==> config.mk <==
export PLATFORM = sky130hd
export DESIGN_NAME = servo_pwm_generator_core_flat
export DESIGN_NICKNAME = d
export VERILOG_FILES = /design/src/design/spc_pkg.sv /design/src/design/spc_if.sv /design/src/design/servo_pwm_generator_core.sv /design/src/design/spc_period_div.sv /design/src/design/spc_timer_core.sv /design/src/flat_wrapper.sv
export SDC_FILE = /design/constraint.sdc
export NUM_CORES = 2
export LEC_CHECK = 0
export BUFFER_PORTS_ARGS = -buffer_cell sky130_fd_sc_hd__clkbuf_2
export CORE_MARGIN = 1.5
export CORE_UTILIZATION = 40
export CTS_BUF_LIST = sky130_fd_sc_hd__clkbuf_8
export DETAILED_ROUTE_END_ITERATION = 10
export PLACE_DENSITY = 0.62
export SYNTH_ARGS = -nofsm -noshare
export SYNTH_HDL_FRONTEND = slang
export SYNTH_SLANG_ARGS = --single-unit
==> constraint.sdc <==
create_clock -name clk -period 4.6 [get_ports clk]
set_input_delay 0 -clock clk [delete_from_list [all_inputs] [get_ports clk]]
set_output_delay 0 -clock clk [all_outputs]
set_load 0.01 [all_outputs]
==> src/design/spc_pkg.sv <==
// Shared constants, codes and types for the servo PWM generator.
// Depends on nothing; every other design file imports it.
package spc_pkg;

  // Block geometry.
  localparam int NUM_GROUPS         = 4;
  localparam int CHANNELS_PER_GROUP = 4;
  localparam int NUM_CHANNELS       = 16;
  localparam int COUNTER_BITS       = 20;

  // Timing constants.
  localparam int TICK_HZ      = 1000000;
  localparam int RATE_MAX     = 10000;
  localparam int RATE_DEFAULT = 50;

  // Field and register widths.
  localparam int RATE_REGS  = 4;
  localparam int RATE_W     = 14;
  localparam int PRESENT_W  = 4;
  localparam int ENABLE_W   = 16;
  localparam int POS_W      = 16;
  localparam int READ_W     = 17;
  localparam int LEVEL_W    = 16;
  localparam int ACTION_W   = 3;
  localparam int CHAN_W     = 5;
  localparam int CFG_IDX_W  = 3;
  localparam int CFG_DATA_W = 16;

  // Derived widths.
  localparam int GROUP_W  = (NUM_GROUPS > 1) ? $clog2(NUM_GROUPS) : 1;
  localparam int CH_IDX_W = (NUM_CHANNELS > 1) ? $clog2(NUM_CHANNELS) : 1;
  localparam int DIV_W    = $clog2(TICK_HZ + 1);
  localparam int STEP_W   = $clog2(DIV_W + 1);
  localparam int CMP_W    = (COUNTER_BITS > POS_W) ? COUNTER_BITS : POS_W;

  // Action codes of an input word.
  localparam logic [ACTION_W-1:0] ACT_TICK   = ACTION_W'(0);
  localparam logic [ACTION_W-1:0] ACT_SET    = ACTION_W'(1);
  localparam logic [ACTION_W-1:0] ACT_GET    = ACTION_W'(2);
  localparam logic [ACTION_W-1:0] ACT_ARM    = ACTION_W'(3);
  localparam logic [ACTION_W-1:0] ACT_DISARM = ACTION_W'(4);

  // Register indexes; the rate registers sit at 0 .. RATE_REGS-1.
  localparam logic [CFG_IDX_W-1:0] REG_PRESENT = CFG_IDX_W'(4);
  localparam logic [CFG_IDX_W-1:0] REG_ENABLE  = CFG_IDX_W'(5);
  localparam logic [CFG_IDX_W-1:0] REG_DEFAULT = CFG_IDX_W'(6);

  typedef logic [COUNTER_BITS-1:0] counter_t;
  typedef logic [POS_W-1:0]        pos_t;

  localparam counter_t PERIOD_RESET = COUNTER_BITS'(TICK_HZ / RATE_DEFAULT);
  localparam logic [PRESENT_W-1:0] PRESENT_RESET = '1;

  // Decoded operation of one input word, valid only in the cycle it executes.
  typedef struct packed {
    logic              tick;
    logic              set;
    logic              get;
    logic              arm;
    logic              disarm;
    logic [CHAN_W-1:0] channel;
    pos_t              position;
  } spc_op_t;

  // Decoded configuration write.
  typedef struct packed {
    logic                  rate_wr;
    logic [GROUP_W-1:0]    group;
    logic                  present_wr;
    logic                  enable_wr;
    logic                  default_wr;
    logic [CFG_DATA_W-1:0] data;
  } spc_cfg_op_t;

  // One result word.
  typedef struct packed {
    logic               status;
    logic [READ_W-1:0]  read_position;
    logic [LEVEL_W-1:0] pwm_levels;
    logic               is_armed;
  } spc_res_t;

endpackage

==> src/design/spc_if.sv <==
// Valid/ready channel interfaces for input words, result words and config writes.
// Depends on spc_pkg for the field widths.

interface spc_item_if;
  import spc_pkg::*;
  logic                valid;
  logic                ready;
  logic [ACTION_W-1:0] action;
  logic [CHAN_W-1:0]   channel;
  logic [POS_W-1:0]    position;

  modport source (output valid, action, channel, position, input ready);
  modport sink   (input valid, action, channel, position, output ready);
endinterface

interface spc_result_if;
  import spc_pkg::*;
  logic               valid;
  logic               ready;
  logic               status;
  logic [READ_W-1:0]  read_position;
  logic [LEVEL_W-1:0] pwm_levels;
  logic               is_armed;

  modport source (output valid, status, read_position, pwm_levels, is_armed, input ready);
  modport sink   (input valid, status, read_position, pwm_levels, is_armed, output ready);
endinterface

interface spc_cfg_if;
  import spc_pkg::*;
  logic                  valid;
  logic                  ready;
  logic [CFG_IDX_W-1:0]  index;
  logic [CFG_DATA_W-1:0] data;

  modport source (output valid, index, data, input ready);
  modport sink   (input valid, index, data, output ready);
endinterface

==> src/design/servo_pwm_generator_core.sv <==
// A word passes through the input register, then the result register; throughput is
// one word per cycle while the result side is ready and the period divider is idle.
// A stalled result word holds the input stage, so input words wait with it.
// A rate write in range runs the period divider, one quotient bit per cycle;
// neither the input nor the config port accepts while the divider runs.
// Reset (rst, synchronous, active high) disarms, zeroes counters and compares, sets
// every period to 20000 ticks, marks all groups present and all channels disabled.
module servo_pwm_generator_core (
  input  logic         clk,
  input  logic         rst,
  spc_item_if.sink     item,
  spc_result_if.source result,
  spc_cfg_if.sink      cfg
);
  import spc_pkg::*;

  logic                a_valid;
  logic [ACTION_W-1:0] a_action;
  logic [CHAN_W-1:0]   a_channel;
  pos_t                a_position;
  logic                r_valid;
  spc_res_t            r_data;

  logic                advance;
  logic                cfg_fire;
  logic [RATE_W-1:0]   rate;
  logic                rate_ok;
  spc_op_t             op;
  spc_cfg_op_t         cfg_op;
  spc_res_t            res_next;
  logic                div_busy;
  logic                div_done;
  logic [DIV_W-1:0]    div_quot;
  logic [GROUP_W-1:0]  div_group;

  // Handshake: the input stage moves on whenever the result register is free or drains.
  assign advance    = a_valid && (!r_valid || result.ready);
  assign item.ready = !div_busy && (!a_valid || advance);
  assign cfg.ready  = !div_busy;
  assign cfg_fire   = cfg.valid && cfg.ready;

  // Decode the word held in the input stage.
  always_comb begin
    op.tick     = advance && (a_action == ACT_TICK);
    op.set      = advance && (a_action == ACT_SET);
    op.get      = advance && (a_action == ACT_GET);
    op.arm      = advance && (a_action == ACT_ARM);
    op.disarm   = advance && (a_action == ACT_DISARM);
    op.channel  = a_channel;
    op.position = a_position;
  end

  // Decode a config write; out-of-range rates are dropped.
  always_comb begin
    rate              = cfg.data[RATE_W-1:0];
    rate_ok           = (rate != '0) && (rate <= RATE_W'(RATE_MAX));
    cfg_op.rate_wr    = cfg_fire && (cfg.index < RATE_REGS) &&
                        (cfg.index < NUM_GROUPS) && rate_ok;
    cfg_op.group      = GROUP_W'(cfg.index);
    cfg_op.present_wr = cfg_fire && (cfg.index == REG_PRESENT);
    cfg_op.enable_wr  = cfg_fire && (cfg.index == REG_ENABLE);
    cfg_op.default_wr = cfg_fire && (cfg.index == REG_DEFAULT);
    cfg_op.data       = cfg.data;
  end

  spc_period_div u_div (
    .clk       (clk),
    .rst       (rst),
    .start     (cfg_op.rate_wr),
    .divisor   (rate),
    .group_in  (cfg_op.group),
    .busy      (div_busy),
    .done      (div_done),
    .quotient  (div_quot),
    .group_out (div_group)
  );

  spc_timer_core u_core (
    .clk          (clk),
    .rst          (rst),
    .op           (op),
    .cfg_op       (cfg_op),
    .period_wr    (div_done),
    .period_group (div_group),
    .period_quot  (div_quot),
    .res_next     (res_next)
  );

  // Input register.
  always_ff @(posedge clk) begin
    if (rst) begin
      a_valid <= 1'b0;
    end else if (item.ready) begin
      a_valid <= item.valid;
    end
  end

  always_ff @(posedge clk) begin
    if (item.valid && item.ready) begin
      a_action   <= item.action;
      a_channel  <= item.channel;
      a_position <= item.position;
    end
  end

  // Result register.
  always_ff @(posedge clk) begin
    if (rst) begin
      r_valid <= 1'b0;
    end else if (advance) begin
      r_valid <= 1'b1;
    end else if (result.ready) begin
      r_valid <= 1'b0;
    end
  end

  always_ff @(posedge clk) begin
    if (advance) begin
      r_data <= res_next;
    end
  end

  assign result.valid         = r_valid;
  assign result.status        = r_data.status;
  assign result.read_position = r_data.read_position;
  assign result.pwm_levels    = r_data.pwm_levels;
  assign result.is_armed      = r_data.is_armed;

endmodule

==> src/design/spc_period_div.sv <==
// Restoring divider that turns a group rate in Hz into its period in ticks.
// Depends on spc_pkg; produces one quotient bit per cycle.
module spc_period_div (
  input  logic                        clk,
  input  logic                        rst,
  input  logic                        start,
  input  logic [spc_pkg::RATE_W-1:0]  divisor,
  input  logic [spc_pkg::GROUP_W-1:0] group_in,
  output logic                        busy,
  output logic                        done,
  output logic [spc_pkg::DIV_W-1:0]   quotient,
  output logic [spc_pkg::GROUP_W-1:0] group_out
);
  import spc_pkg::*;

  logic [STEP_W-1:0]  steps;
  logic [RATE_W-1:0]  rem;
  logic [RATE_W-1:0]  dvs;
  logic [DIV_W-1:0]   quo;
  logic [GROUP_W-1:0] grp;

  logic [RATE_W:0]    rem_sh;
  logic [RATE_W:0]    diff;
  logic               ge;
  logic [RATE_W-1:0]  rem_next;

  // One restoring step: bring down the next dividend bit and try a subtract.
  always_comb begin
    rem_sh   = {rem, quo[DIV_W-1]};
    diff     = rem_sh - {1'b0, dvs};
    ge       = (rem_sh >= {1'b0, dvs});
    rem_next = ge ? diff[RATE_W-1:0] : rem_sh[RATE_W-1:0];
  end

  // The dividend shifts out of quo while quotient bits shift in.
  always_ff @(posedge clk) begin
    if (rst) begin
      busy <= 1'b0;
      done <= 1'b0;
    end else begin
      done <= 1'b0;
      if (start) begin
        busy  <= 1'b1;
        steps <= STEP_W'(DIV_W);
        rem   <= '0;
        quo   <= DIV_W'(TICK_HZ);
        dvs   <= divisor;
        grp   <= group_in;
      end else if (busy) begin
        quo   <= {quo[DIV_W-2:0], ge};
        rem   <= rem_next;
        steps <= steps - STEP_W'(1);
        if (steps == STEP_W'(1)) begin
          busy <= 1'b0;
          done <= 1'b1;
        end
      end
    end
  end

  assign quotient  = quo;
  assign group_out = grp;

endmodule

==> src/design/spc_timer_core.sv <==
// Group counters, compare registers, configuration state and result logic.
// Depends on spc_pkg; the top level registers the result word it computes.
module spc_timer_core (
  input  logic                        clk,
  input  logic                        rst,
  input  spc_pkg::spc_op_t            op,
  input  spc_pkg::spc_cfg_op_t        cfg_op,
  input  logic                        period_wr,
  input  logic [spc_pkg::GROUP_W-1:0] period_group,
  input  logic [spc_pkg::DIV_W-1:0]   period_quot,
  output spc_pkg::spc_res_t           res_next
);
  import spc_pkg::*;

  localparam int EXT_W = DIV_W + COUNTER_BITS;
  localparam int PX_W  = NUM_GROUPS + PRESENT_W;
  localparam int EX_W  = NUM_CHANNELS + ENABLE_W;
  localparam int LX_W  = NUM_CHANNELS + LEVEL_W;

  counter_t               counter      [NUM_GROUPS];
  counter_t               counter_next [NUM_GROUPS];
  counter_t               period       [NUM_GROUPS];
  counter_t               period_next  [NUM_GROUPS];
  pos_t                   preload      [NUM_CHANNELS];
  pos_t                   preload_next [NUM_CHANNELS];
  pos_t                   active       [NUM_CHANNELS];
  pos_t                   active_next  [NUM_CHANNELS];
  logic                   armed;
  logic                   armed_next;
  logic [PRESENT_W-1:0]   present;
  logic [PRESENT_W-1:0]   present_next;
  logic [ENABLE_W-1:0]    enable;
  logic [ENABLE_W-1:0]    enable_next;

  logic [PX_W-1:0]        present_ext;
  logic [EX_W-1:0]        enable_ext;
  logic [LX_W-1:0]        levels_ext;
  logic [NUM_GROUPS-1:0]  grp_ok;
  logic [NUM_GROUPS-1:0]  grp_run;
  logic [NUM_GROUPS-1:0]  grp_upd;
  logic [NUM_CHANNELS-1:0] ch_ok;
  logic [CH_IDX_W-1:0]    sel_idx;
  logic                   sel_ok;
  pos_t                   sel_preload;
  pos_t                   set_value;
  logic [EXT_W-1:0]       quot_ext;
  counter_t               period_value;

  // Groups beyond the present mask and channels beyond the enable mask read as absent.
  assign present_ext  = PX_W'(present);
  assign enable_ext   = EX_W'(enable);
  assign quot_ext     = EXT_W'(period_quot);
  assign period_value = quot_ext[COUNTER_BITS-1:0];

  // Per-group run and forced-update decisions.
  always_comb begin
    for (int g = 0; g < NUM_GROUPS; g++) begin
      grp_ok[g]  = present_ext[g];
      grp_run[g] = op.tick && armed && grp_ok[g];
      grp_upd[g] = grp_ok[g] && (op.arm ||
                   (cfg_op.rate_wr && (cfg_op.group == GROUP_W'(g))) ||
                   (grp_run[g] && (counter[g] >= period[g])));
    end
  end

  // Channel usability and the selected channel for set or get.
  always_comb begin
    for (int c = 0; c < NUM_CHANNELS; c++) begin
      ch_ok[c] = (c < LEVEL_W) && grp_ok[c / CHANNELS_PER_GROUP] && enable_ext[c];
    end
    sel_idx     = op.channel[CH_IDX_W-1:0];
    sel_ok      = (op.channel < NUM_CHANNELS) && ch_ok[sel_idx];
    sel_preload = preload[sel_idx];
    set_value   = (op.position != '0) ? (op.position - POS_W'(1)) : '0;
  end

  // Next state of counters, periods and configuration.
  always_comb begin
    armed_next = armed;
    if (op.arm) begin
      armed_next = 1'b1;
    end
    if (op.disarm) begin
      armed_next = 1'b0;
    end

    for (int g = 0; g < NUM_GROUPS; g++) begin
      counter_next[g] = counter[g];
      if (grp_upd[g]) begin
        counter_next[g] = '0;
      end else if (grp_run[g]) begin
        counter_next[g] = counter[g] + COUNTER_BITS'(1);
      end
      period_next[g] = period[g];
      if (period_wr && (period_group == GROUP_W'(g))) begin
        period_next[g] = period_value;
      end
    end

    present_next = cfg_op.present_wr ? cfg_op.data[PRESENT_W-1:0] : present;
    enable_next  = cfg_op.enable_wr  ? cfg_op.data[ENABLE_W-1:0]  : enable;
  end

  // Compares: set writes preload, group update copies it to active, default sets both.
  always_comb begin
    for (int c = 0; c < NUM_CHANNELS; c++) begin
      preload_next[c] = preload[c];
      active_next[c]  = active[c];
      if (cfg_op.default_wr) begin
        preload_next[c] = cfg_op.data[POS_W-1:0];
        active_next[c]  = cfg_op.data[POS_W-1:0];
      end else begin
        if (op.set && sel_ok && (sel_idx == CH_IDX_W'(c))) begin
          preload_next[c] = set_value;
        end
        if (grp_upd[c / CHANNELS_PER_GROUP]) begin
          active_next[c] = preload[c];
        end
      end
    end
  end

  // Result word as seen after this word's update.
  always_comb begin
    levels_ext = '0;
    for (int c = 0; c < NUM_CHANNELS; c++) begin
      levels_ext[c] = ch_ok[c] &&
        (CMP_W'(counter_next[c / CHANNELS_PER_GROUP]) < CMP_W'(active_next[c]));
    end
    res_next.status        = (op.set || op.get) && !sel_ok;
    res_next.read_position = (op.get && sel_ok) ?
                             (READ_W'(sel_preload) + READ_W'(1)) : '0;
    res_next.pwm_levels    = levels_ext[LEVEL_W-1:0];
    res_next.is_armed      = armed_next;
  end

  // State registers.
  always_ff @(posedge clk) begin
    if (rst) begin
      armed   <= 1'b0;
      present <= PRESENT_RESET;
      enable  <= '0;
      for (int g = 0; g < NUM_GROUPS; g++) begin
        counter[g] <= '0;
        period[g]  <= PERIOD_RESET;
      end
      for (int c = 0; c < NUM_CHANNELS; c++) begin
        preload[c] <= '0;
        active[c]  <= '0;
      end
    end else begin
      armed   <= armed_next;
      present <= present_next;
      enable  <= enable_next;
      for (int g = 0; g < NUM_GROUPS; g++) begin
        counter[g] <= counter_next[g];
        period[g]  <= period_next[g];
      end
      for (int c = 0; c < NUM_CHANNELS; c++) begin
        preload[c] <= preload_next[c];
        active[c]  <= active_next[c];
      end
    end
  end

endmodule

==> src/flat_wrapper.sv <==
// flat-port wrapper written by rule: the top's interface ports become plain ports
module servo_pwm_generator_core_flat import spc_pkg::*;
  (clk, rst, item_valid, item_action, item_channel, item_position, item_ready, result_valid, result_status, result_read_position, result_pwm_levels, result_is_armed, result_ready, cfg_valid, cfg_index, cfg_data, cfg_ready);
  spc_item_if item_i ();
  spc_result_if result_i ();
  spc_cfg_if cfg_i ();
  input  logic clk;
  input  logic rst;
  input wire logic [$bits(item_i.valid)-1:0] item_valid;
  input wire logic [$bits(item_i.action)-1:0] item_action;
  input wire logic [$bits(item_i.channel)-1:0] item_channel;
  input wire logic [$bits(item_i.position)-1:0] item_position;
  output wire logic [$bits(item_i.ready)-1:0] item_ready;
  output wire logic [$bits(result_i.valid)-1:0] result_valid;
  output wire logic [$bits(result_i.status)-1:0] result_status;
  output wire logic [$bits(result_i.read_position)-1:0] result_read_position;
  output wire logic [$bits(result_i.pwm_levels)-1:0] result_pwm_levels;
  output wire logic [$bits(result_i.is_armed)-1:0] result_is_armed;
  input wire logic [$bits(result_i.ready)-1:0] result_ready;
  input wire logic [$bits(cfg_i.valid)-1:0] cfg_valid;
  input wire logic [$bits(cfg_i.index)-1:0] cfg_index;
  input wire logic [$bits(cfg_i.data)-1:0] cfg_data;
  output wire logic [$bits(cfg_i.ready)-1:0] cfg_ready;
  assign item_i.valid = item_valid;
  assign item_i.action = item_action;
  assign item_i.channel = item_channel;
  assign item_i.position = item_position;
  assign item_ready = item_i.ready;
  assign result_valid = result_i.valid;
  assign result_status = result_i.status;
  assign result_read_position = result_i.read_position;
  assign result_pwm_levels = result_i.pwm_levels;
  assign result_is_armed = result_i.is_armed;
  assign result_i.ready = result_ready;
  assign cfg_i.valid = cfg_valid;
  assign cfg_i.index = cfg_index;
  assign cfg_i.data = cfg_data;
  assign cfg_ready = cfg_i.ready;
  servo_pwm_generator_core u_core (.clk(clk), .rst(rst), .item(item_i), .result(result_i), .cfg(cfg_i));
endmodule
==> metrics.csv <==
stage,metric,value,unit
outcome,status,"finished, final reports clean",
detailed_routing,vias,35500,
placement,io_buffers,85,
setup_path,path_max_fanout,31,
setup_path,crit_buf_inv,4,
setup_path,cp_top_family,simple AND/OR/NAND/NOR gates,
floorplan,die_height,329,µm
power,p_leak,20.0,nW
layout,nNetsFinal,5119,
layout,multi_input_area,23500,µm²
sta,clock.fmax,0.225,GHz
sta,hold-worst-slack,60.1,ps
yosys,ys_ff_latch,815,
hold_path,hp-class,input port to flop,
global_route,grt_pass1_wl,215000,µm
floorplan,io_pins,86,
sta,tns,0,ps
clock_tree,clk_pin_slew_worst_paths,60,ps
yosys,syn_area,42500,µm²
sta,min_period_over_period,96.7,%
sta,fin_skew,55.9,ps
placement,dpl.hpwl,105000,µm
setup_path,timing.rr.start,u_core.a_action[0],
run,max_cap_viol_count,0,
setup_path,path_common_cell,buf_4,
setup_path,r2r_setup_slack,150,ps
detailed_routing,drc,0,
floorplan,die_w,329,µm
setup_path,crit_required,5190,ps
hold_path,worstHoldStart,item_channel[2],
clock_tree,cts-root-buf,clkbuf_8,
detailed_routing,wl_per_cell,23.3,µm
floorplan,die-area,108000,µm²
floorplan,core_region_area,105000,µm²
yosys,synth_area_per_cell,9.35,µm²
setup_path,start_kind,flop,
yosys,postSynthCellCount,4544,
sta,max_slew.worst_pin.slew,1150,ps
sta,maxSlewHeadroom,22.3,%
global_route,track_usage,26.6,%
layout,drive_gt1_share,14.2,%
global_route,grt_start_max_net_pins,181,
yosys,postSynth.asyncResetShare,0,%
setup_path,endpoint_kind,flop,
power,ir_drop,0.292,mV
global_route,overflow,0,
clock_tree,cts_buffer_depth,3,
setup_path,cpPeakStageDelay,540,ps
layout,syn_to_final_growth,15.0,%
setup_path,setup.worst_path.class,flop to flop,
clock_tree,htree_levels,4,
clock_tree,clk_latency,860,ps
clock_tree,cts_tree,done,
layout,ff_latch_area,17500,µm²
layout,fin_area,48900,µm²
clock_tree,cts.sinks,815,
hold_path,holdPathStages,3,
clock_tree,numCtsBuffers,147,
placement,placed_cell_area,45000,µm²
global_route,antenna_found_initial,11,
setup_path,crit_chain,"nor4_4, buf_4, nand3_1, buf_4, a31oi_2, or2_4, buf_4, nor2_1, buf_4, ha_1, nand4_1, or4_1, o221ai_1, nor2_1, o31a_1",
sta,setup_viol,0,
power,power.density,334,nW/µm²
setup_path,arrival,5040,ps
yosys,yosys_most_used_dff,dfxtp_1,
sta,slew_violations,0,
detailed_routing,drt_iter0_markers,3382,
setup_path,reg2reg_depth,15,
placement,place_congestion,0.935,
yosys,synth_cell_type_count,82,
detailed_routing,first_pass_iters,6,
layout,fillers,10000,
yosys,synth-seq-area-share,41.1,%
sta,min_period,4450,ps
sta,hold_violations,0,
yosys,synth-edff-count,114,
yosys,ys_warn_count,0,
sta,rsz0062_at_grt,false,
setup_path,cp_slowest_cell,or4_1,
detailed_routing,wl,146000,µm
detailed_routing,vias_per_cell,5.69,
setup_path,worstReg2RegEnd,u_core.result.pwm_levels[2],
floorplan,start_util,40.4,%
floorplan,rows,119,
yosys,synth_fp_nets,4931,
global_route,grt_pass1_vias,33500,
detailed_routing,antenna_left,0,
==> worst max path at each step <==
stage / startpoint / endpoint / slack [ps] / cells past startpoint
after floorplan: u_core.a_action[0] / u_core.result.pwm_levels[12] / 180 / 18
after global placement: cfg_data[1] / u_core.result.pwm_levels[12] / 130 / 20
after detailed placement: u_core.a_action[0] / u_core.result.pwm_levels[12] / 100 / 17
after CTS: u_core.a_action[0] / u_core.result.pwm_levels[12] / 70 / 17
after global routing: u_core.u_core.period[0][13] / u_core.result.pwm_levels[0] / 4 / 18
final: u_core.a_action[0] / u_core.result.pwm_levels[2] / 150 / 15
==> cells by family (layout without fill, tap and decap cells) <==
| logic type | count (synthesis) | count (layout) | synth area share (%) |
|---|---|---|---|
| fa+ha+maj | 339 | 339 | 10.0 |
| flops | 815 | 815 | 41.1 |
| simple gates | 1534 | 1534 | 16.4 |
| mux | 410 | 410 | 12.1 |
| other cells | 0 | 2 | 0 |
| xor+xnor | 109 | 109 | 2.25 |
| compound gates | 914 | 914 | 14.2 |
| buf+inv | 423 | 730 | 4.01 |
==> per-layer routing <==
metal	share of wire, %	track usage (%)	vias to the layer above
met4	5.2	13.9	2
met1	43	35.3	17200
met2	43	40.4	1414
li1	-	-	16600
met5	0.0089	0	-
met3	8.4	5.52	319
==> layout by cell type, fill, tap and decap left out, types with 179 or more instances in the layout <==
cell type / Yosys / layout
a21o_1: 255 / 255
clkbuf_8: 0 / 179
dfxtp_1: 701 / 698
ha_1: 338 / 338
inv_1: 131 / 181
mux2i_1: 323 / 323
nand2_1: 486 / 486
nand3_1: 209 / 209
nor2_1: 475 / 466
o21ai_0: 221 / 221
==> through the flow <==
step                      worst slack (ps)  total power [mW]  util, %  cells
after CTS                             70.3              16.4     46.3   6236
after detailed placement              95.9              9.32     42.7   5893
final                                  151              16.3     46.4   6244
after floorplan                        176              8.69        -   4544
after global routing                  4.05              16.9     46.4   6243
after global placement                 128              9.30     42.7   5893
==> cell type report <==
class / instances / share of cell area [%]
multi-input combinational: 3306 / 48.0
sequential: 815 / 35.7
timing repair buffer: 329 / 5.46
clock buffer: 179 / 5.04
tap: 1391 / 3.56
clock inverter: 89 / 1.13
inverter: 133 / 1.04
antenna: 2 / 0.0102
==> cell usage after synthesis, types with 6 or more instances <==
master,number,share of area (%)
clkbuf_1,205,1.8
inv_1,131,1.2
nor2_1,475,4.2
o21ai_1,26,0.31
mux2i_1,323,7.6
nand2_1,486,4.3
nand2b_1,31,0.46
nor4_1,10,0.15
a21boi_0,6,0.11
o21a_1,18,0.32
nor3_1,109,1.3
nand3_1,209,2.5
o2111ai_1,17,0.35
xor2_1,55,1.1
a31o_2,60,1.2
ha_1,338,10
buf_1,14,0.12
o21ai_2,6,0.12
buf_4,6,0.11
and4_1,9,0.19
o21ai_0,221,2.6
mux2_2,6,0.16
a211oi_1,28,0.49
edfxtp_1,114,8.1
nor3b_1,9,0.16
a31oi_1,12,0.18
a21o_1,255,4.5
o31ai_1,6,0.11
and3_1,20,0.29
or4_1,6,0.11
o211ai_1,22,0.39
nor2b_1,30,0.44
dfxtp_1,701,33
buf_2,62,0.73
a21oi_1,180,2.1
or2_2,12,0.18
mux4_2,81,4.3
nand3b_1,13,0.23
or3_1,11,0.16
a221oi_1,6,0.12
and2_1,21,0.31
xnor2_1,54,1.1
nand4_1,60,0.88
==> sequential cells by signal, indices dropped and copies added, names as in the netlist, named ones only <==
register                     flops
u_core.a_action                  3
u_core.a_channel                 5
u_core.a_position               16
u_core.a_valid                   1
u_core.result.is_armed           1
u_core.result.pwm_levels        16
u_core.result.read_position     17
u_core.result.status             1
u_core.result.valid              1
u_core.u_core.active           256
u_core.u_core.armed              1
u_core.u_core.counter           80
u_core.u_core.enable            16
u_core.u_core.grp_ok             4
u_core.u_core.period            80
u_core.u_core.preload          256
u_core.u_div.busy                1
u_core.u_div.done                1
u_core.u_div.dvs                14
u_core.u_div.group_out           2
u_core.u_div.quotient           20
u_core.u_div.rem                14
u_core.u_div.steps               5
==> worst reg2reg max path, cell delays in order, from the launching register on <==
cell and delay, ps:
edfxtp_1 510, nor4_4 500, buf_4 220, nand3_1 90, buf_4 180, a31oi_2 270
or2_4 480, buf_4 230, nor2_1 60, buf_4 190, ha_1 330, nand4_1 190
or4_1 540, o221ai_1 220, nor2_1 60, o31a_1 140
==> power by group <==
part | switching, mW | internal [mW] | leakage, nW
clock | 3.29 | 3.77 | 1.73
sequential | 0.167 | 7.43 | 6.74
combinational | 1.04 | 0.624 | 11.5
==> timing repair <==
action / CTS / global route
endpoints found under the setup margin: 0 / 10
hold endpoints to repair: 345 / 0
gates resized for setup: 0 / 12
hold buffers: 75 / 0
buffers inserted: 0 / 5
(Power assumes the default switching activity.)
